<file path="config.mk">
export PLATFORM = sky130hd
export DESIGN_NAME = fpa_queue
export DESIGN_NICKNAME = d
export VERILOG_FILES = /design/src/fpa_pkg.sv /design/src/fpa_queue.sv
export SDC_FILE = /design/constraint.sdc
export NUM_CORES = 1
export LEC_CHECK = 0
export ABC_AREA = 1
export BUFFER_PORTS_ARGS = -buffer_cell sky130_fd_sc_hd__buf_2
export CAP_MARGIN = 20
export CORE_MARGIN = 2
export CORE_UTILIZATION = 58
export DETAILED_ROUTE_END_ITERATION = 10
export PLACE_DENSITY = 0.8
export SKIP_LAST_GASP = 1
export SLEW_MARGIN = 20
export SYNTH_ARGS = -nofsm -noshare
export SYNTH_HDL_FRONTEND = slang
export SYNTH_SLANG_ARGS = --single-unit
export TNS_END_PERCENT = 1
</file>
<file path="constraint.sdc">
create_clock -name clk_i -period 4.1 [get_ports clk_i]
set_input_delay 1.23 -clock clk_i [delete_from_list [all_inputs] [get_ports clk_i]]
set_output_delay 1.23 -clock clk_i [all_outputs]
set_load 0.005 [all_outputs]
</file>
<file path="src/fpa_pkg.sv">
// Shared types, constants and saturation helpers for the fixed-point arithmetic unit.
package fpa_pkg;

  // Number of fraction bits in the raw fixed-point format.
  localparam int unsigned FracBits = 8;

  // Width of the scaled, rounding-biased dividend and the number of divider steps.
  localparam int unsigned NumW     = 33 + FracBits;
  localparam int unsigned DivSteps = NumW;
  // Divisor is twice the operand magnitude; the partial remainder stays below it.
  localparam int unsigned DenW     = 33;
  localparam int unsigned RemW     = 33;

  // Queue between the front end and the execution pipeline.
  localparam int unsigned QueueDepth = 4;
  localparam int unsigned QPtrW      = $clog2(QueueDepth);
  localparam int unsigned QCntW      = $clog2(QueueDepth + 1);

  // Rounding bias for the product: one half of the least significant result bit.
  localparam logic [63:0] ProdHalf = (64'd1 << FracBits) >> 1;

  localparam logic [31:0] MaxVal = 32'h7FFF_FFFF;
  localparam logic [31:0] MinVal = 32'h8000_0000;

  // Operation codes as they arrive on the input channel.
  typedef enum logic [2:0] {
    OP_ADD = 3'd0,
    OP_SUB = 3'd1,
    OP_MUL = 3'd2,
    OP_DIV = 3'd3,
    OP_MIN = 3'd4,
    OP_MAX = 3'd5
  } op_e;

  // Work class assigned by the front end.
  typedef enum logic [2:0] {
    CLS_ADD,
    CLS_SUB,
    CLS_MUL,
    CLS_DIV,
    CLS_DIV_ZERO,
    CLS_MIN,
    CLS_MAX,
    CLS_NONE
  } cls_e;

  // Input transaction.
  typedef struct packed {
    logic [2:0]         operation;
    logic signed [31:0] operand_a;
    logic signed [31:0] operand_b;
  } fpa_in_t;

  // Output transaction.
  typedef struct packed {
    logic signed [31:0] result_value;
    logic               a_less;
    logic               a_equal;
    logic               a_greater;
    logic               overflowed;
    logic               divide_by_zero;
  } fpa_out_t;

  // Classified item held in the queue.
  typedef struct packed {
    cls_e        cls;
    logic [31:0] operand_a;
    logic [31:0] operand_b;
    logic [31:0] mag_a;
    logic [31:0] mag_b;
    logic        res_neg;
    logic        a_less;
    logic        a_equal;
    logic        a_greater;
  } fpa_item_t;

  // Side information that rides along the divider stages.
  typedef struct packed {
    cls_e        cls;
    logic        res_neg;
    logic [31:0] value;
    logic        ov;
    logic        dz;
    logic        a_less;
    logic        a_equal;
    logic        a_greater;
  } fpa_tag_t;

  // Saturated 32-bit value and its overflow flag.
  typedef struct packed {
    logic [31:0] value;
    logic        ov;
  } fpa_sat_t;

  // Applies a sign to an unsigned magnitude and saturates to 32 bits.
  function automatic fpa_sat_t sat_mag(logic [63:0] mag, logic neg);
    fpa_sat_t r;
    r.ov    = 1'b0;
    r.value = mag[31:0];
    if (neg) begin
      if (mag > 64'h0000_0000_8000_0000) begin
        r.ov    = 1'b1;
        r.value = MinVal;
      end else begin
        r.value = 32'd0 - mag[31:0];
      end
    end else if (mag > 64'h0000_0000_7FFF_FFFF) begin
      r.ov    = 1'b1;
      r.value = MaxVal;
    end
    return r;
  endfunction

  // Saturates a 33-bit two's complement sum to 32 bits.
  function automatic fpa_sat_t sat33(logic [32:0] v);
    fpa_sat_t r;
    r.ov    = v[32] != v[31];
    r.value = v[31:0];
    if (r.ov) begin
      r.value = v[32] ? MinVal : MaxVal;
    end
    return r;
  endfunction

endpackage

</file>
<file path="src/fpa_queue.sv">
// Short queue of classified items between the front end and the execution pipeline.
module fpa_queue (
  input  logic               clk_i,
  input  logic               rst_ni,
  input  logic               push_i,
  input  fpa_pkg::fpa_item_t item_i,
  input  logic               pop_i,
  output fpa_pkg::fpa_item_t item_o,
  output logic               full_o,
  output logic               empty_o
);
  import fpa_pkg::*;

  fpa_item_t        entry_q [QueueDepth];
  logic [QPtrW-1:0] wr_ptr_q;
  logic [QPtrW-1:0] rd_ptr_q;
  logic [QCntW-1:0] count_q;

  assign full_o  = count_q == QCntW'(QueueDepth);
  assign empty_o = count_q == '0;
  assign item_o  = entry_q[rd_ptr_q];

  // Pointers and fill count.
  always_ff @(posedge clk_i or negedge rst_ni) begin
    if (!rst_ni) begin
      wr_ptr_q <= '0;
      rd_ptr_q <= '0;
      count_q  <= '0;
    end else begin
      if (push_i) begin
        wr_ptr_q <= (wr_ptr_q == QPtrW'(QueueDepth - 1)) ? '0 : wr_ptr_q + 1'b1;
      end
      if (pop_i) begin
        rd_ptr_q <= (rd_ptr_q == QPtrW'(QueueDepth - 1)) ? '0 : rd_ptr_q + 1'b1;
      end
      if (push_i && !pop_i) begin
        count_q <= count_q + 1'b1;
      end else if (pop_i && !push_i) begin
        count_q <= count_q - 1'b1;
      end
    end
  end

  // Entry storage.
  always_ff @(posedge clk_i) begin
    if (push_i) begin
      entry_q[wr_ptr_q] <= item_i;
    end
  end

`ifndef SYNTHESIS
  a_no_push_full: assert property (@(posedge clk_i) disable iff (!rst_ni)
    push_i |-> !full_o)
    else $error("queue written while full");
  a_no_pop_empty: assert property (@(posedge clk_i) disable iff (!rst_ni)
    pop_i |-> !empty_o)
    else $error("queue read while empty");
  a_count_range: assert property (@(posedge clk_i) disable iff (!rst_ni)
    count_q <= QCntW'(QueueDepth))
    else $error("queue count beyond depth");
`endif

endmodule

</file>
### Yosys cells after proc, flatten, opt, wreduce, memory -nomap -nowiden

Memories as Yosys holds them, arrays and structs flattened.
Cells that the tools add are included.

* register bits: 7
* output and inout bits: 137
* memory bits (writable): 540
* memories kept: 1
* input port bits: 139
* word-level logic and storage cells: 23

* multiplexer cells: 6
* reduce and logical (&&, ||, !) cells: 6
* equality and inequality tests: 3
* add/subtract/negate cells: 4

Memory list
* entry_q: depth 4, width 135, rd ports 1, clocked after Yosys merged registers in 0, wr ports 1, line fpa_queue.sv:14 `fpa_item_t entry_q [QueueDepth];`

Operators by type and width (count)
* $mux 3: 2
* $add 2x1->2 const B: 2
* $eq 2x2->1 const B: 2
* $mux 2: 2
* $add 3x1->3 const B: 1
* $eq 3x3->1 const B: 1
* $logic_not 3->1: 1
* $sub 3x1->3 const B: 1
* $logic_and 1x1->1: 2
* $logic_not 1->1: 2
* $mux 1: 2
* $reduce_bool 2->1: 1

### Logic depth before layout (Yosys ltp)

Gate-level depths: netlist of run 1.

* word-level depth: 4
* mapped depth: 9
* gate-level depth less buffers: 9

### Worst setup path after synthesis of run 1

OpenSTA, ideal clock, no wires.

* kind: input port to flip-flop
* start point: input port push_i
* end point: memory entry_q[3][0] (netlist name), enable pin
* cell stages on the path: 2
* path buffers: 0
* slack: -0.262 ns
* required time: 3.612 ns
* library setup time: 0.488 ns
* data arrival time: 3.874 ns
* cell sequence: nand2_1 inv_1

* cells in the longest elaborated chain, start to end: 2

RTL lines
* from (decl): line fpa_queue.sv:5 `input logic push_i,`
* $mux 1: line fpa_queue.sv:46 `if (push_i) begin`
* $mux 1 (implied by the code): line fpa_queue.sv:47 `entry_q[wr_ptr_q] <= item_i;`
* to (decl): line fpa_queue.sv:14

Every way passes these cells.

==> results of run 1 <==
-- power breakdown --
group	internal [mW]	leakage (nW)	total [mW]	switching (mW)
Clock	2.67	0.812	4.61	1.95
Sequential	7.16	5.04	7.41	0.252
Combinational	1.78	4.38	5.00	3.23
-- per-layer routing --
metal	global-route usage, %	vias up
li1	-	6242
met1	27.51	6216
met2	37.93	448
met3	5.120	109
met4	9.093	10
met5	0	-
-- critical path, delay by kind of cell (launching register included) --
family                 cells  cell delay (ns)
and+or+nand+nor            1             0.10
buffers and inverters      3             0.98
DFF                        1             0.60
AOI/OAI and AO/OA          1             0.16
-- synthesized netlist by cell type --
| master | number | area share, % |
|---|---|---|
| buf_2 | 12 | 0.27 |
| xnor2_1 | 1 | 0.040 |
| inv_1 | 281 | 4.8 |
| nand2_1 | 420 | 7.2 |
| fa_1 | 1 | 0.091 |
| inv_4 | 2 | 0.057 |
| nand3_1 | 1 | 0.023 |
| buf_4 | 11 | 0.38 |
| edfxtp_1 | 540 | 74 |
| clkbuf_1 | 13 | 0.22 |
| nor3_1 | 2 | 0.046 |
| nand4_1 | 1 | 0.028 |
| o21ai_0 | 3 | 0.068 |
| nor2_1 | 2 | 0.034 |
| o211ai_1 | 270 | 9.2 |
| buf_6 | 52 | 2.7 |
| ha_1 | 6 | 0.34 |
| dfrtp_1 | 7 | 0.80 |
| o21ai_1 | 1 | 0.023 |
-- per-stage QoR --
| stage | hold WS (ns) | instance area (um2) | std cells | power [mW] | setup TNS, ns |
|---|---|---|---|---|---|
| after floorplan | 0.4634 | 21990 | 1626 | 10.86 | -101.60 |
| after global placement | 0.4787 | 23650 | 2350 | 12.40 | 0 |
| after detailed placement | 0.5007 | 23650 | 2350 | 12.56 | 0 |
| after CTS | 0.4518 | 25290 | 2445 | 17.18 | 0 |
| after global routing | 0.4616 | 25300 | 2447 | 17.98 | 0 |
| final | 0.4779 | 25300 | 2449 | 17.03 | 0 |
-- cell families after synthesis --
kind of cell	after synthesis
flops	547
simple gates	426
buf+inv	371
compound gates	274
fa+ha+maj	7
xor+xnor	1
-- flip-flops by register name, indices dropped and copies added (netlist names) --
| signal | flops |
|---|---|
| rd_ptr_q | 2 |
| entry_q | 540 |
| count_q | 3 |
| wr_ptr_q | 2 |
-- worst max-delay path by stage --
stage / from / end / slack [ns] / cells past startpoint
final: rd_ptr_q[1] / item_o[103] / 0.42 / 5
after floorplan: push_i / entry_q[2][0] / -0.25 / 2
after CTS: rd_ptr_q[1] / item_o[16] / 0.37 / 5
after global routing: rd_ptr_q[1] / item_o[106] / 0.27 / 5
after detailed placement: rd_ptr_q[1] / item_o[95] / 1.01 / 5
after global placement: rd_ptr_q[1] / item_o[38] / 1.07 / 5
-- area by class of cell --
| type | instances | area [um2] | share of cell area [%] |
|---|---|---|---|
| multi-input cells | 708 | 3756 | 14.84 |
| repair buffers | 301 | 1759 | 6.952 |
| clock buffers | 60 | 1353 | 5.345 |
| clock inverters | 35 | 292.8 | 1.157 |
| well taps | 511 | 639.4 | 2.527 |
| flip-flops and latches | 547 | 16390 | 64.79 |
| diodes | 4 | 10.01 | 0.03956 |
| inverters | 283 | 1100 | 4.346 |
==> impl_metrics.toml, run 1 <==
[drt]
detail-route-antenna-nets = 0
route.detailed.vias_per_inst = 5.318
detail_route.wirelength.met1_um = 17450
wl_met2_um = 21640
wire_per_inst_um = 17.85
drt_pre_antenna_iters = 5
finalWirelength_um = 43720
post-route-drc-count = 0
first_iter_violations = 926
maxUsedRoutingLayer = "met5"
route.met3.wl_um = 3120
via_count = 13025

[critical_path]
worstPathCellList = "inv_4, buf_4, o211ai_1, nand2_1, buf_2"
setup.reg_to_reg.worst_slack_ns = 2.09
cp_slowest_stage_delay_ns = 0.60
crit-reg2reg-capture = "entry_q[0][119]"
critical_path.slowest_cell = "dfrtp_4"
r2r_cell_count = 5
cp_max_fo = 38
critical_path_arrival_ns = 2.45
worst_setup_path_end_kind = "output port"
setup.worst_path.start_class = "register"
crit_type = "register to output port"
worst_r2r_startpoint = "wr_ptr_q[0]"
cp.required_ns = 2.87

[synth]
synth.mux.area_fraction_pct = 0
ys_seq_elements = 547
synth_top_family_by_area = "compound AO/OA/AOI/OAI gates"
synth_compound_gate_area_share_pct = 9.308
mappedNetlistNets = 1772
synth_cells = 1626
synth_sequential_area_ratio_pct = 74.53
synth.yosys.warnings = 0
ys_types = 19
synth_simple_gate_area_share_pct = 7.300
syn-cell-area_um2 = 21990
syn_area_per_cell_um2 = 13.52
synthAdderAreaFrac_pct = 0.4324
yosys.area_share.xor_xnor_pct = 0.03983

[power_and_ir_drop]
ir_drop_mv = 0.4793
static-leakage-power_nw = 10.23
power_density_relative_to_cell_area_nw_per_um2 = 672.9

[worst_hold_path]
worst_hold_path_type = "input pin to async pin"

[layout]
final_cell_mix = "edfxtp_1, nand2_1, inv_1"
syn_to_final_growth_pct = 15.07
nNetsFinal = 2039
n_fill_cell = 2585
finalCoreUtilization_pct = 67.50
layout-drive-gt1-share_pct = 19.80
layout_commonest_cell = "edfxtp_1"

[floorplanning]
floorplan.core_area_um2 = 37490
die_h_um = 198.7
design.portCount = 276
die_footprint_um2 = 39490
floorplan.initialDensity_pct = 58.66
die-width_um = 198.7
row_count = 71

[flow_run]
maxCapViolations = 0

[global_route]
grt_antenna_before_repair = 8
grt_remaining_overflow = 0
grt_start_max_net_pins = 179
global_route_usage_over_all_layers_pct = 22.21
via_count_of_the_first_global_routing_pass = 12714
grt_pass1_wl_um = 66680

[placement]
detailedPlacementHpwl_um = 26720
gpl.final_weighted_congestion = 0.8271
pre_cts_ws_ns = 1.009
port_buffers = 275

[clocking]
clkSlewWorstSetupHoldPaths_ns = 0.06
cts_hold_buffers = 0
cts_tree = "yes"
h-tree-depth = 2
cts_root_buf = "clkbuf_16"
cts-resized-gates = 0
ctsLongestPathBuffers = 3
clkSinkCount = 547
worstSkewPairLatency_ns = 0.58
post-cts-setup-buffer-count = 0
cts-buffers-inserted = 52

[timing]
final.period_utilization_pct = 89.87
finalHoldViolations = 0
skew_ns = 0.01107
slew_headroom_pct = 55.09
worst_pin_slew_ns = 0.6736
setup_violations = 0
finalWorstSetupSlack_ns = 0.4152
rsz_0062_raised_after_global_routing = "no"
maxClockFrequency_mhz = 271.4
finalWorstPathRequiredPeriod_ns = 3.685
timing.final.max_slew_violations = 0

[status]
outcome = "complete, no violations"
Note: power is estimated with default switching activity, not from simulation.
==> run 2, diff against run 1 <==
ABC_CLOCK_PERIOD_IN_PS = 4100   (was not set)
PLACE_DENSITY = 0.76   (was 0.8)
==> impl_metrics.toml, run 2 (same netlist as run 1, synthesis figures left out) <==
[global_route]
globalRouteMet3Util_pct = 6.155
grt_pass1_wl_um = 65880
via_count_of_the_first_global_routing_pass = 12689
gr-usage-met1_pct = 25.83
grt_remaining_overflow = 0
grt_start_max_net_pins = 226
grt-busiest-layer = "met2"
met2_layer_usage_reported_by_global_route_pct = 37.66
grt_antenna_before_repair = 12
global_route_usage_over_all_layers_pct = 21.87

[drt]
finalWirelength_um = 42870
post-route-drc-count = 0
first_iter_violations = 789
drt_pre_antenna_iters = 7
via_count = 12895
wire_per_inst_um = 17.44
route.detailed.vias_per_inst = 5.246
detail-route-antenna-nets = 0

[placement]
numPlacedInstances = 2352
gpl.final_weighted_congestion = 0.7514
port_buffers = 275
detailedPlacementHpwl_um = 25170

[critical_path]
cp_max_fo = 225
worst_setup_path_end_kind = "output port"
critical_path_arrival_ns = 2.61
r2r_cell_count = 5
crit-reg2reg-capture = "entry_q[2][70]"
worst_r2r_startpoint = "wr_ptr_q[0]"
crit_type = "register to output port"
setup.reg_to_reg.worst_slack_ns = 2.15
cp.required_ns = 2.87
setup.worst_path.start_class = "register"

[floorplanning]
die-width_um = 198.7
row_count = 71
die_footprint_um2 = 39490
floorplan.initialDensity_pct = 58.66
design.portCount = 276
floorplan.core_area_um2 = 37490
die_h_um = 198.7

[clocking]
cts-resized-gates = 0
ctsLongestPathBuffers = 3
clkSinkCount = 547
h-tree-depth = 2
cts_tree = "yes"
cts_root_buf = "clkbuf_16"
cts-buffers-inserted = 52
worstSkewPairLatency_ns = 0.58
post-cts-setup-buffer-count = 0
clkSlewWorstSetupHoldPaths_ns = 0.06
cts_hold_buffers = 0

[power_and_ir_drop]
ir_drop_mv = 0.4501
static-leakage-power_nw = 10.22
power_density_relative_to_cell_area_nw_per_um2 = 673.5
p_total_mw = 17.04

[layout]
top_regs = "entry_q (540), count_q (3)"
largest-register = "entry_q"
finalCoreUtilization_pct = 67.48
largest_register_ff_count = 540
layout.area.seq_um2 = 16390
final_cell_mix = "edfxtp_1, nand2_1, inv_1"
finalNonFillerCells = 2458
nNetsFinal = 2041
syn_to_final_growth_pct = 15.04
multi_input_comb_area_um2 = 3756
layout-drive-gt1-share_pct = 19.37
layout_commonest_cell = "edfxtp_1"
n_fill_cell = 2567

[timing]
skew_ns = 0.01139
rsz_0062_raised_after_global_routing = "no"
finalHoldViolations = 0
setup_violations = 0
final.period_utilization_pct = 93.61
worst_pin_slew_ns = 0.8057
slew_headroom_pct = 46.29
finalWorstPathRequiredPeriod_ns = 3.838
maxClockFrequency_mhz = 260.5
setup_tns_ns = 0
worst_hold_slack_ns = 0.4811
timing.final.max_slew_violations = 0

[flow_run]
maxCapViolations = 0

[status]
outcome = "complete, no violations"

[worst_hold_path]
worst_hold_path_type = "input pin to async pin"
[run 2: changes by cell type in the layout (fill, tap and decap cells not counted)]
cell / previous run / this run
bufinv_16: 5 / 6
clkinv_1: 13 / 21
diode_2: 4 / 11
clkbuf_1: 7 / 9
clkinv_4: 1 / 2
buf_12: 15 / 11
clkinv_2: 14 / 4
clkinvlp_4: 3 / 1
buf_4: 11 / 17
[run 2: how the worst max path moves through the flow]
| stage | start | endpoint |
|---|---|---|
| after floorplan | push_i | entry_q[2][0] |
| after global placement | rd_ptr_q[0] | item_o[69] |
| after detailed placement | rd_ptr_q[0] | item_o[114] |
| after CTS | rd_ptr_q[0] | item_o[69] |
| after global routing | rd_ptr_q[0] | item_o[69] |
| final | rd_ptr_q[0] | item_o[114] |
[run 2: routing by layer]
layer | part of all wire (%) | routed length (um)
met4 | 3.0 | 1302
met5 | 0.096 | 41
met2 | 49 | 21170
met1 | 40 | 17130
met3 | 7.5 | 3230
[run 2: where the power goes]
group          switching, mW  total [mW]  internal [mW]
clock                   1.94        4.66           2.73
sequential             0.216        7.37           7.16
combinational           3.26        5.00           1.74
total                   5.41        17.0           11.6
[run 2: metrics by stage]
stage	cell area, um2	worst slack (ns)
after floorplan	21990	-0.2509
after global placement	23610	0.9881
after detailed placement	23610	0.9237
after CTS	25270	0.3094
after global routing	25290	0.08234
final	25300	0.2619
[run 2: critical path, cell delays in order, from the launching register on]
cell      delay (ns)
dfrtp_1         0.51
inv_16          0.53
buf_4           0.43
nand2_1         0.10
o211ai_1        0.10
nand2_1         0.08
buf_2           0.13
[run 2: final cells by class]
cell class | count | area share, %
clock inverter | 33 | 1.172
multi-input combinational | 708 | 14.85
antenna | 11 | 0.1088
inverter | 283 | 4.347
timing repair buffer | 303 | 6.815
tap | 511 | 2.527
clock buffer | 62 | 5.376
sequential | 547 | 64.81
