**src/fpa_pkg.sv**
```systemverilog
// Shared types, constants and saturation helpers for the fixed-point arithmetic unit.
package fpa_pkg;

  // Number of fraction bits in the raw fixed-point format.
  localparam int unsigned FracBits = 8;

  // Width of the scaled, rounding-biased dividend and the number of divider steps.
  localparam int unsigned NumW     = 33 + FracBits;
  localparam int unsigned DivSteps = NumW;
  // Divisor is twice the operand magnitude; the partial remainder stays below it.
  localparam int unsigned DenW     = 33;
  localparam int unsigned RemW     = 33;

  // Queue between the front end and the execution pipeline.
  localparam int unsigned QueueDepth = 4;
  localparam int unsigned QPtrW      = $clog2(QueueDepth);
  localparam int unsigned QCntW      = $clog2(QueueDepth + 1);

  // Rounding bias for the product: one half of the least significant result bit.
  localparam logic [63:0] ProdHalf = (64'd1 << FracBits) >> 1;

  localparam logic [31:0] MaxVal = 32'h7FFF_FFFF;
  localparam logic [31:0] MinVal = 32'h8000_0000;

  // Operation codes as they arrive on the input channel.
  typedef enum logic [2:0] {
    OP_ADD = 3'd0,
    OP_SUB = 3'd1,
    OP_MUL = 3'd2,
    OP_DIV = 3'd3,
    OP_MIN = 3'd4,
    OP_MAX = 3'd5
  } op_e;

  // Work class assigned by the front end.
  typedef enum logic [2:0] {
    CLS_ADD,
    CLS_SUB,
    CLS_MUL,
    CLS_DIV,
    CLS_DIV_ZERO,
    CLS_MIN,
    CLS_MAX,
    CLS_NONE
  } cls_e;

  // Input transaction.
  typedef struct packed {
    logic [2:0]         operation;
    logic signed [31:0] operand_a;
    logic signed [31:0] operand_b;
  } fpa_in_t;

  // Output transaction.
  typedef struct packed {
    logic signed [31:0] result_value;
    logic               a_less;
    logic               a_equal;
    logic               a_greater;
    logic               overflowed;
    logic               divide_by_zero;
  } fpa_out_t;

  // Classified item held in the queue.
  typedef struct packed {
    cls_e        cls;
    logic [31:0] operand_a;
    logic [31:0] operand_b;
    logic [31:0] mag_a;
    logic [31:0] mag_b;
    logic        res_neg;
    logic        a_less;
    logic        a_equal;
    logic        a_greater;
  } fpa_item_t;

  // Side information that rides along the divider stages.
  typedef struct packed {
    cls_e        cls;
    logic        res_neg;
    logic [31:0] value;
    logic        ov;
    logic        dz;
    logic        a_less;
    logic        a_equal;
    logic        a_greater;
  } fpa_tag_t;

  // Saturated 32-bit value and its overflow flag.
  typedef struct packed {
    logic [31:0] value;
    logic        ov;
  } fpa_sat_t;

  // Applies a sign to an unsigned magnitude and saturates to 32 bits.
  function automatic fpa_sat_t sat_mag(logic [63:0] mag, logic neg);
    fpa_sat_t r;
    r.ov    = 1'b0;
    r.value = mag[31:0];
    if (neg) begin
      if (mag > 64'h0000_0000_8000_0000) begin
        r.ov    = 1'b1;
        r.value = MinVal;
      end else begin
        r.value = 32'd0 - mag[31:0];
      end
    end else if (mag > 64'h0000_0000_7FFF_FFFF) begin
      r.ov    = 1'b1;
      r.value = MaxVal;
    end
    return r;
  endfunction

  // Saturates a 33-bit two's complement sum to 32 bits.
  function automatic fpa_sat_t sat33(logic [32:0] v);
    fpa_sat_t r;
    r.ov    = v[32] != v[31];
    r.value = v[31:0];
    if (r.ov) begin
      r.value = v[32] ? MinVal : MaxVal;
    end
    return r;
  endfunction

endpackage

```
**src/fpa_front.sv**
```systemverilog
// Front end: accepts input transactions, classifies them and forwards them to the queue.
module fpa_front (
  input  logic               clk_i,
  input  logic               rst_ni,
  input  logic               in_valid_i,
  output logic               in_stall_o,
  input  fpa_pkg::fpa_in_t   in_i,
  input  logic               full_i,
  output logic               push_o,
  output fpa_pkg::fpa_item_t item_o
);
  import fpa_pkg::*;

  logic      slot_valid_q;
  fpa_item_t slot_q;
  fpa_item_t cls_d;
  logic      accept;
  logic      a_neg;
  logic      b_neg;

  // The slot is held while the queue is full.
  assign in_stall_o = slot_valid_q && full_i;
  assign accept     = in_valid_i && !in_stall_o;
  assign push_o     = slot_valid_q && !full_i;
  assign item_o     = slot_q;

  // Decode the operation, take magnitudes and compare the operands.
  always_comb begin
    a_neg           = in_i.operand_a[31];
    b_neg           = in_i.operand_b[31];
    cls_d.operand_a = in_i.operand_a;
    cls_d.operand_b = in_i.operand_b;
    cls_d.mag_a     = a_neg ? 32'd0 - in_i.operand_a : in_i.operand_a;
    cls_d.mag_b     = b_neg ? 32'd0 - in_i.operand_b : in_i.operand_b;
    cls_d.res_neg   = a_neg ^ b_neg;
    cls_d.a_less    = $signed(in_i.operand_a) < $signed(in_i.operand_b);
    cls_d.a_equal   = in_i.operand_a == in_i.operand_b;
    cls_d.a_greater = $signed(in_i.operand_a) > $signed(in_i.operand_b);
    unique case (in_i.operation)
      OP_ADD:  cls_d.cls = CLS_ADD;
      OP_SUB:  cls_d.cls = CLS_SUB;
      OP_MUL:  cls_d.cls = CLS_MUL;
      OP_DIV:  cls_d.cls = (in_i.operand_b == 32'd0) ? CLS_DIV_ZERO : CLS_DIV;
      OP_MIN:  cls_d.cls = CLS_MIN;
      OP_MAX:  cls_d.cls = CLS_MAX;
      default: cls_d.cls = CLS_NONE;
    endcase
  end

  // Slot valid flag.
  always_ff @(posedge clk_i or negedge rst_ni) begin
    if (!rst_ni) begin
      slot_valid_q <= 1'b0;
    end else if (accept) begin
      slot_valid_q <= 1'b1;
    end else if (push_o) begin
      slot_valid_q <= 1'b0;
    end
  end

  // Slot payload.
  always_ff @(posedge clk_i) begin
    if (accept) begin
      slot_q <= cls_d;
    end
  end

endmodule

```
**config.mk**
```make
export PLATFORM = sky130hd
export DESIGN_NAME = fpa_front
export DESIGN_NICKNAME = d
export VERILOG_FILES = /design/src/fpa_pkg.sv /design/src/fpa_front.sv
export SDC_FILE = /design/constraint.sdc
export NUM_CORES = 1
export LEC_CHECK = 0
export BUFFER_PORTS_ARGS = -buffer_cell sky130_fd_sc_hd__buf_4
export CAP_MARGIN = 30
export CORE_ASPECT_RATIO = 0.9
export CORE_MARGIN = 5
export CORE_UTILIZATION = 40
export DETAILED_ROUTE_END_ITERATION = 7
export GPL_TIMING_DRIVEN = 0
export PLACE_DENSITY = 0.72
export SETUP_SLACK_MARGIN = 0.3
export SKIP_LAST_GASP = 1
export SYNTH_ARGS = -nofsm -noshare
export SYNTH_HDL_FRONTEND = slang
export SYNTH_SLANG_ARGS = --single-unit
```
**constraint.sdc**
```tcl
create_clock -name clk_i -period 7.9 [get_ports clk_i]
set_clock_uncertainty 0.15 [all_clocks]
set_input_delay 1.185 -clock clk_i [delete_from_list [all_inputs] [get_ports clk_i]]
set_output_delay 1.185 -clock clk_i [all_outputs]
set_load 0.01 [all_outputs]
```
## Word level (Yosys, flattened, before mapping)

Cells that the tools add are included.

- Equal/unequal tests: 6
- Reductions and logical operators: 8
- Mux-type cells: 6
- Order comparisons: 2
- $add $sub $neg: 2
- Shift-type cells: 0
- Bitwise operators: 1
- Div/mod/pow operators: 0
- $mul: 0

Operator list:

| kind | number |
|---|---|
| subtractor 1 x 32 -> 32 bit (first input constant) | 2 |
| two-way mux 31 bit | 2 |
| equality test 32 bit | 1 |
| > comparator 32 bit | 1 |
| zero test 32 bit | 1 |
| less-than comparator 32 bit | 1 |
| one-hot mux 3 bit (6 select lines) | 1 |
| equality test 3 x 2 -> 1 bit (second input constant) | 2 |
| equality test 3 bit (second input constant) | 2 |
| equality test 3 x 1 -> 1 bit (second input constant) | 1 |
| logical AND 1 bit | 3 |
| zero test 3 bit | 1 |
| two-way mux 3 bit | 1 |
| zero test 1 bit | 2 |
| two-way mux 1 bit | 2 |
| nonzero test 2 bit | 1 |
| XOR 1 bit | 1 |

- Memory bits (read-only): 0
- Input bits: 71
- Flip-flop bits (word level): 136
- Memory bits (writable): 0
- Memories: 0
- Bits in latches: 0
- Output and inout bits: 137
- Logic and storage cells: 37

## Depth between registers and ports, before layout

Gate-level depths: netlist of the first run.

- Depth after elaboration: 4
- Mapped depth: 8
- Gate-level depth less buffers: 8

## Worst setup path after synthesis of the first run

OpenSTA, ideal clock, no wires.

- Path kind: input port to flip-flop
- From: input full_i
- To: register slot_q, in the netlist item_o[0] (enable)
- Cell stages on the path: 2
- Path buffers: 0
- Data arrival time: 7.262 ns
- Setup time: 0.642 ns
- Path slack: -0.154 ns
- Data required time: 7.108 ns
- Path through: and2_1 -> nor2b_1

- Cells in the longest elaborated chain, start to end: 3

RTL lines:

| element | RTL line | RTL |
|---|---|---|
| from (decl) | fpa_front.sv:8 | `input logic full_i,` |
| logical AND 1 bit | fpa_front.sv:22 | `assign in_stall_o = slot_valid_q && full_i;` |
| zero test 1 bit | fpa_front.sv:23 | `assign accept = in_valid_i && !in_stall_o;` |
| logical AND 1 bit | fpa_front.sv:23 |  |
| named net accept | fpa_front.sv:17 | `logic accept;` |
| to (signal assigned) | fpa_front.sv:64 | `slot_q <= cls_d;` |
| to (decl) | fpa_front.sv:15 | `fpa_item_t slot_q;` |

The timed path passes the listed nets, and every way through them passes these cells.
A chain may end at the register's enable or synchronous reset.

==> results.py, run 1 <==
metrics = {
    "outcome": {
        "outcome": "finished clean",
    },
    "synth": {
        "syn_nets": 549,
        "ys_warn_count": 0,
        "syn_area_per_cell_um2": 13.94,
        "synth_ff_type": "edfxtp_1",
        "synth_area_um2": 6190,
        "yosysSeqAreaShare": 0.6493,
        "synth_cells": 444,
        "synth_seq_cells": 134,
        "yosys.cell_types.count": 45,
        "async_flop_share": 0.007463,
        "synth-edff-count": 133,
    },
    "grt": {
        "grtUsageTotal": 0.1879,
        "grt_first_pass_wirelength_um": 25630,
        "first_global_vias": 4615,
        "grt_antenna_before_repair": 0,
        "grt_max_degree": 38,
        "grt_overflow_total": 0,
    },
    "clock_network": {
        "cts-htree-levels": 4,
        "path_clk_slew_ns": 0.06,
        "cts.sinks": 134,
        "numCtsBuffers": 17,
        "hold_buffers": 0,
        "clk_latency_ns": 0.42,
        "tritoncts": "done",
        "cts_root_buffer": "clkbuf_16",
        "cts_resized": 0,
        "cts_max_path_buffers": 2,
        "post_cts_buffers": 0,
    },
    "setup_path": {
        "path_class": "in2reg",
        "cp.arrival_ns": 3.55,
        "cp_data_required_time_ns": 7.91,
        "endpoint_kind": "flop",
        "cp_max_fo": 5,
        "setup.worst_path.start_class": "input port",
    },
    "floorplanning": {
        "dieArea_um2": 18070,
        "coreArea_um2": 15280,
        "start_util": 0.4051,
        "die_w_um": 141.1,
        "dieHeight_um": 128.0,
        "fp-row-count": 43,
        "ios": 208,
    },
    "place": {
        "place_hpwl_um": 12860,
        "dpl.cell_count": 857,
        "gp_congestion": 0.8386,
        "post-place-ws_ns": 3.973,
        "portBuffers": 207,
    },
    "layout": {
        "area_delta_synth_final_pct": 39.80,
        "utilization": 0.5663,
        "final_layout_size_suffix_gt1_frac": 0.3673,
        "antenna_cells": 0,
        "fin_nets": 779,
        "layout.cells.non_filler": 888,
    },
    "route": {
        "vias_per_cell": 5.159,
        "ant_nets": 0,
        "wl_met1_um": 6365,
        "wl_met3_um": 2068,
        "drtIter0Drc": 295,
        "top_layer": "met4",
        "vias": 4581,
        "drtPass1Iterations": 5,
        "wl_per_cell_um": 18.80,
        "wirelength_um": 16690,
        "drc": 0,
        "route.met2.wl_um": 8011,
    },
    "pwr": {
        "irDropWorstVdd_uv": 188.2,
        "clkPwrFrac": 0.402,
        "p_per_area_nw_per_um2": 216.9,
        "p_switching_uw": 451.5,
        "intPower_uw": 1425,
        "power_frac_comb": 0.142,
        "pwr-share-seq": 0.455,
        "power.leakage_uw": 0.003502,
        "switching_share": 0.2406,
    },
    "timing": {
        "fin_crit_ns": 3.542,
        "clock.fmax_mhz": 282.3,
        "layout_setup_ws_ns": 4.358,
        "hold_viol_final": 0,
        "rsz0062_at_grt": "no",
        "worst_pin_slew_ns": 0.8907,
        "finalSetupViolations": 0,
        "relSlewSlack": 0.4007,
        "fin_crit_sh": 0.4484,
        "drv_slew": 0,
        "tns_ns": 0,
    },
    "worst_hold_path": {
        "hp-class": "in2async",
    },
    "job": {
        "maxCapViolCount": 0,
    },
}
## Yosys cell counts, drive strengths merged, types with 4 or more instances
cell type,count,share of area
ha,34,0.069
nand3,5,0.0040
inv,37,0.022
nand2,33,0.020
nand4,8,0.0081
nor4,8,0.0091
clkbuf,4,0.0024
xnor2,49,0.069
nor3,4,0.0032
o21ai,23,0.019
nor2,6,0.0036
o31ai,17,0.023
or4,8,0.011
a21oi,14,0.011
or3,9,0.011
buf,4,0.0036
xor2,9,0.013
edfxtp,133,0.65
o41ai,9,0.013
## final timing paths
check	start	cells past startpoint	endpoint	slack [ns]
setup / recovery	in_i[9]	7	item_o[28]	4.36
min in group clk_i	slot_valid_q	2	slot_valid_q	0.54
hold / removal	rst_ni	1	slot_valid_q	0.38
hold reg to reg	slot_valid_q	2	slot_valid_q	0.54
setup reg to reg	slot_valid_q	4	item_o[25]	5.90
max in group asynchronous	rst_ni	1	slot_valid_q	7.14
## cell families (layout without fill, tap and decap cells)
logic type	count (synthesis)	after routing	share of synthesized area
adder cells (fa/ha/maj)	34	34	0.06873
XOR/XNOR	58	58	0.08207
multiplexers	2	2	0.003234
flip-flops	134	134	0.6493
AO/OA/AOI/OAI	79	79	0.08693
buffers and inverters	45	287	0.02850
AND/OR/NAND/NOR	92	92	0.08126
## cells in the final DEF (no fill, tap or decap), types with 3 or more instances in the layout
cell,instances
o31ai_1,16
nand3_1,5
or3_1,7
clkinv_2,4
nand4_1,8
xnor2_1,49
inv_1,37
ha_1,34
clkbuf_16,17
o31a_1,3
nor4_1,7
nand2_1,33
edfxtp_1,133
buf_12,3
clkbuf_1,4
nand2b_1,3
o41ai_1,9
nor3_1,4
a21oi_1,14
or4_1,6
nor2_1,6
buf_4,209
xor2_1,9
o21ai_0,21
clkinvlp_4,3
## flip-flops by register name, indices dropped and copies added (netlist names)
register      cells
item_o          133
slot_valid_q      1
## worst max-delay path, cell delays in order
cell     delay (ns)
buf_4          0.13
or4_1          0.59
nor4_2         0.51
nand2_1        0.21
or3_1          0.45
o41ai_1        0.34
xnor2_1        0.13
## power groups by stage
stage / Combinational, µW / Clock, µW / Sequential (µW)
2_1_floorplan: 91.0 / 0 / 895
3_3_place_gp: 254 / 0 / 874
3_5_place_dp: 269 / 0 / 869
4_1_cts: 270 / 773 / 855
5_1_grt: 292 / 809 / 859
6_report: 267 / 755 / 855
## stage by stage
step           total power (µW)  area [µm²]  hold WS, ns
2_1_floorplan             986.4        6192       0.5181
3_3_place_gp               1129        7999       0.4670
3_5_place_dp               1138        8092       0.5193
4_1_cts                    1899        8653       0.3569
5_1_grt                    1961        8653       0.3527
6_report                   1877        8653       0.3800
## metal layers
metal  GRT usage  vias to the layer above
met5           0                        -
met4     0.05926                        0
met3     0.08840                       22
met2      0.3046                      216
met1      0.2230                     2201
li1            -                     2142
## area by class of cell
type / instances / area, µm²
inverter: 37 / 138.9
clock buffer: 17 / 425.4
buffer: 8 / 37.54
sequential: 134 / 4019
fill: 1280 / 6626
tap: 202 / 252.7
timing repair buffer: 211 / 1642
clock inverter: 14 / 136.4
multi-input combinational: 265 / 2002
Power figures use the tool's default switching activity.
==> run 2: changes to the inputs <==
--- a/config.mk
+++ b/config.mk
@@ -5,6 +5,7 @@
 export SDC_FILE = /design/constraint.sdc
 export NUM_CORES = 1
 export LEC_CHECK = 0
+export ABC_AREA = 1
 export BUFFER_PORTS_ARGS = -buffer_cell sky130_fd_sc_hd__buf_4
 export CAP_MARGIN = 30
 export CORE_ASPECT_RATIO = 0.9
@@ -12,7 +13,7 @@
 export CORE_UTILIZATION = 40
 export DETAILED_ROUTE_END_ITERATION = 7
 export GPL_TIMING_DRIVEN = 0
-export PLACE_DENSITY = 0.72
+export PLACE_DENSITY = 0.71
 export SETUP_SLACK_MARGIN = 0.3
 export SKIP_LAST_GASP = 1
 export SYNTH_ARGS = -nofsm -noshare
==> constraint.sdc (replaced) <==
create_clock -name clk_i -period 3.7 [get_ports clk_i]
set_clock_uncertainty 0.15 [all_clocks]
set_input_delay 0.555 -clock clk_i [delete_from_list [all_inputs] [get_ports clk_i]]
set_output_delay 0.555 -clock clk_i [all_outputs]
set_load 0.01 [all_outputs]
==> run 2 against run 1 <==
Against the previous run:
- wire length rose by 12%
- via count rose by 20%
- critical path depth is 6 higher
- global-route usage is 0.057 points higher
- combinational power rose by 130%
==> results.py, run 2 <==
metrics = {
    "floorplanning": {
        "die_w_um": 148.0,
        "coreArea_um2": 16830,
        "dieArea_um2": 19850,
        "ios": 208,
        "fp-row-count": 45,
        "start_util": 0.4071,
        "dieHeight_um": 134.2,
    },
    "pwr": {
        "power.leakage_uw": 0.004193,
        "power_frac_comb": 0.152,
        "p_switching_uw": 954.0,
        "switching_share": 0.2399,
        "irDropWorstVdd_uv": 335.6,
        "p_per_area_nw_per_um2": 427.6,
        "pwr-share-seq": 0.458,
        "intPower_uw": 3023,
        "clkPwrFrac": 0.390,
    },
    "setup_path": {
        "cp_max_fo": 10,
        "setup.worst_path.start_class": "input port",
        "cp_data_required_time_ns": 3.71,
        "cp.arrival_ns": 2.48,
        "path_class": "in2reg",
        "endpoint_kind": "flop",
    },
    "grt": {
        "met1_usage": 0.2359,
        "use_met3": 0.07669,
        "top_usage_layer": "met2",
        "grt_max_degree": 37,
        "grt_overflow_total": 0,
        "grt_first_pass_wirelength_um": 28660,
        "grt_antenna_before_repair": 0,
        "first_global_vias": 5418,
        "grtUsageTotal": 0.1885,
        "use_met2": 0.3026,
    },
    "layout": {
        "layout.cells.non_filler": 1101,
        "final_area_um2": 9301,
        "fin_nets": 986,
        "largest_register_ffs": 133,
        "area_delta_synth_final_pct": 35.73,
        "final_layout_size_suffix_gt1_frac": 0.3090,
        "antenna_cells": 0,
        "layout.cells.most_common": "buf_4",
        "utilization": 0.5525,
        "mostFrequentLayoutCells": "buf_4 (209), edfxtp_1 (133), nand2_1 (127)",
    },
    "synth": {
        "synth-edff-count": 133,
        "yosysSeqAreaShare": 0.5865,
        "synth_top_area_frac": 0.5828,
        "syn_area_per_cell_um2": 10.54,
        "synth_seq_cells": 134,
        "yosys.cell_types.count": 42,
        "synth_area_um2": 6853,
        "synth_most_common_cell": "edfxtp_1",
        "synth_ff_type": "edfxtp_1",
        "async_flop_share": 0.007463,
        "ys_warn_count": 0,
        "synthTopCellsByArea": "edfxtp_1 (58%), nand2_1 (7.0%), ha_1 (6.2%), xor2_1 (5.4%), inv_1 (4.6%)",
        "syn_nets": 755,
        "synth_cells": 650,
        "synth.largest_area_cell": "edfxtp_1",
        "synthTopCellsByCount": "edfxtp_1 (133), nand2_1 (127), inv_1 (84), nor2_1 (71), xor2_1 (42)",
    },
    "timing": {
        "clock.fmax_mhz": 404.3,
        "fin_crit_ns": 2.474,
        "layout_setup_ws_ns": 1.226,
        "finalSetupViolations": 0,
        "drv_slew": 0,
        "hold_viol_final": 0,
        "rsz0062_at_grt": "no",
        "fin_crit_sh": 0.6685,
        "relSlewSlack": 0.6248,
        "whs_ns": 0.1800,
        "worst_pin_slew_ns": 0.5628,
    },
    "worst_hold_path": {
        "hp-class": "in2reg",
    },
    "route": {
        "wirelength_um": 18640,
        "drtIter0Drc": 411,
        "drc": 0,
        "ant_nets": 0,
        "wl_per_cell_um": 16.93,
        "vias_per_cell": 4.975,
        "drtPass1Iterations": 5,
        "vias": 5477,
    },
    "place": {
        "dpl.cell_count": 1072,
        "post-place-ws_ns": 0.7992,
        "gp_congestion": 0.9127,
        "place_hpwl_um": 14530,
        "placed_area_um2": 8766,
        "portBuffers": 207,
    },
    "clock_network": {
        "numCtsBuffers": 17,
        "cts_root_buffer": "clkbuf_16",
        "tritoncts": "done",
        "cts_max_path_buffers": 2,
        "cts.sinks": 134,
        "cts-htree-levels": 4,
        "path_clk_slew_ns": 0.06,
        "clk_latency_ns": 0.42,
    },
    "job": {
        "maxCapViolCount": 0,
    },
    "outcome": {
        "outcome": "finished clean",
    },
}
[run 2: cell count changes after synthesis, moves of 30 or more]
| cell | before | now |
|---|---|---|
| nand2_1 | 33 | 127 |
| nand3_1 | 5 | 35 |
| nor2_1 | 6 | 71 |
| inv_1 | 37 | 84 |
| xnor2_1 | 49 | 1 |
| xor2_1 | 9 | 42 |
[run 2: stage by stage]
stage               TNS, ns  power [µW]
floorplan                 0        2131
global placement     -59.87        2438
detailed placement        0        2457
CTS                       0        4015
global route              0        4149
finish                    0        3977
[run 2: cells by family (layout without fill, tap and decap cells)]
| logic type | Yosys count | after routing | share of synthesized area |
|---|---|---|---|
| AO/OA/AOI/OAI | 51 | 51 | 0.04090 |
| XOR/XNOR | 43 | 43 | 0.05496 |
| adder cells (fa/ha/maj) | 34 | 34 | 0.06208 |
| buffers and inverters | 101 | 341 | 0.05824 |
| flip-flops | 134 | 134 | 0.5865 |
| AND/OR/NAND/NOR | 287 | 287 | 0.1974 |
[run 2: what timing repair did]
| action | 4_1_cts | 5_1_grt |
|---|---|---|
| gates resized for setup | 0 | 0 |
| hold endpoints to repair | 1 | 0 |
| buffers inserted | 0 | 0 |
| hold buffers | 1 | 0 |
[run 2: layout make-up]
cell class	instances	area, µm²
multi-input cells	415	2442
plain buffers	10	56.30
repair buffers	212	1652
inverters	91	342.8
clock inverters	6	81.33
flip-flops and latches	134	4019
clock buffers	22	444.2
fillers	1450	7533
well taps	211	264.0
[run 2: final timing paths]
path / cells after the start / slack, ns / endpoint / from
worst max-delay path: 13 / 1.23 / item_o[0] / in_i[31]
max in group asynchronous: 2 / 2.99 / slot_valid_q / rst_ni
worst min register to register: 2 / 0.42 / slot_valid_q / slot_valid_q
worst min-delay path: 1 / 0.18 / item_o[69] / in_i[1]
worst max register to register: 5 / 1.78 / item_o[39] / slot_valid_q
min in group asynchronous: 2 / 0.33 / slot_valid_q / rst_ni
[run 2: layer usage]
layer | up-vias | share of wire
met5 | - | 0
met4 | 0 | 0.010
met3 | 16 | 0.11
met2 | 244 | 0.47
met1 | 2555 | 0.41
li1 | 2662 | -
[run 2: power groups by stage]
stage	clock network, µW	logic, µW	registers (µW)
global placement	0	584	1850
detailed placement	0	607	1850
CTS	1580	611	1820
floorplan	0	227	1900
global route	1660	663	1830
finish	1550	604	1820
[run 2: worst max-delay path, cell delays in order]
cell and delay [ns]:
buf_4 0.12, buf_2 0.20, inv_1 0.21, buf_2 0.31, ha_1 0.29, nand2_1 0.09, nor2_1 0.07, nand2_1 0.10
inv_1 0.05, a21oi_1 0.21, nand3_1 0.10, nand2_1 0.11, nor2_1 0.06
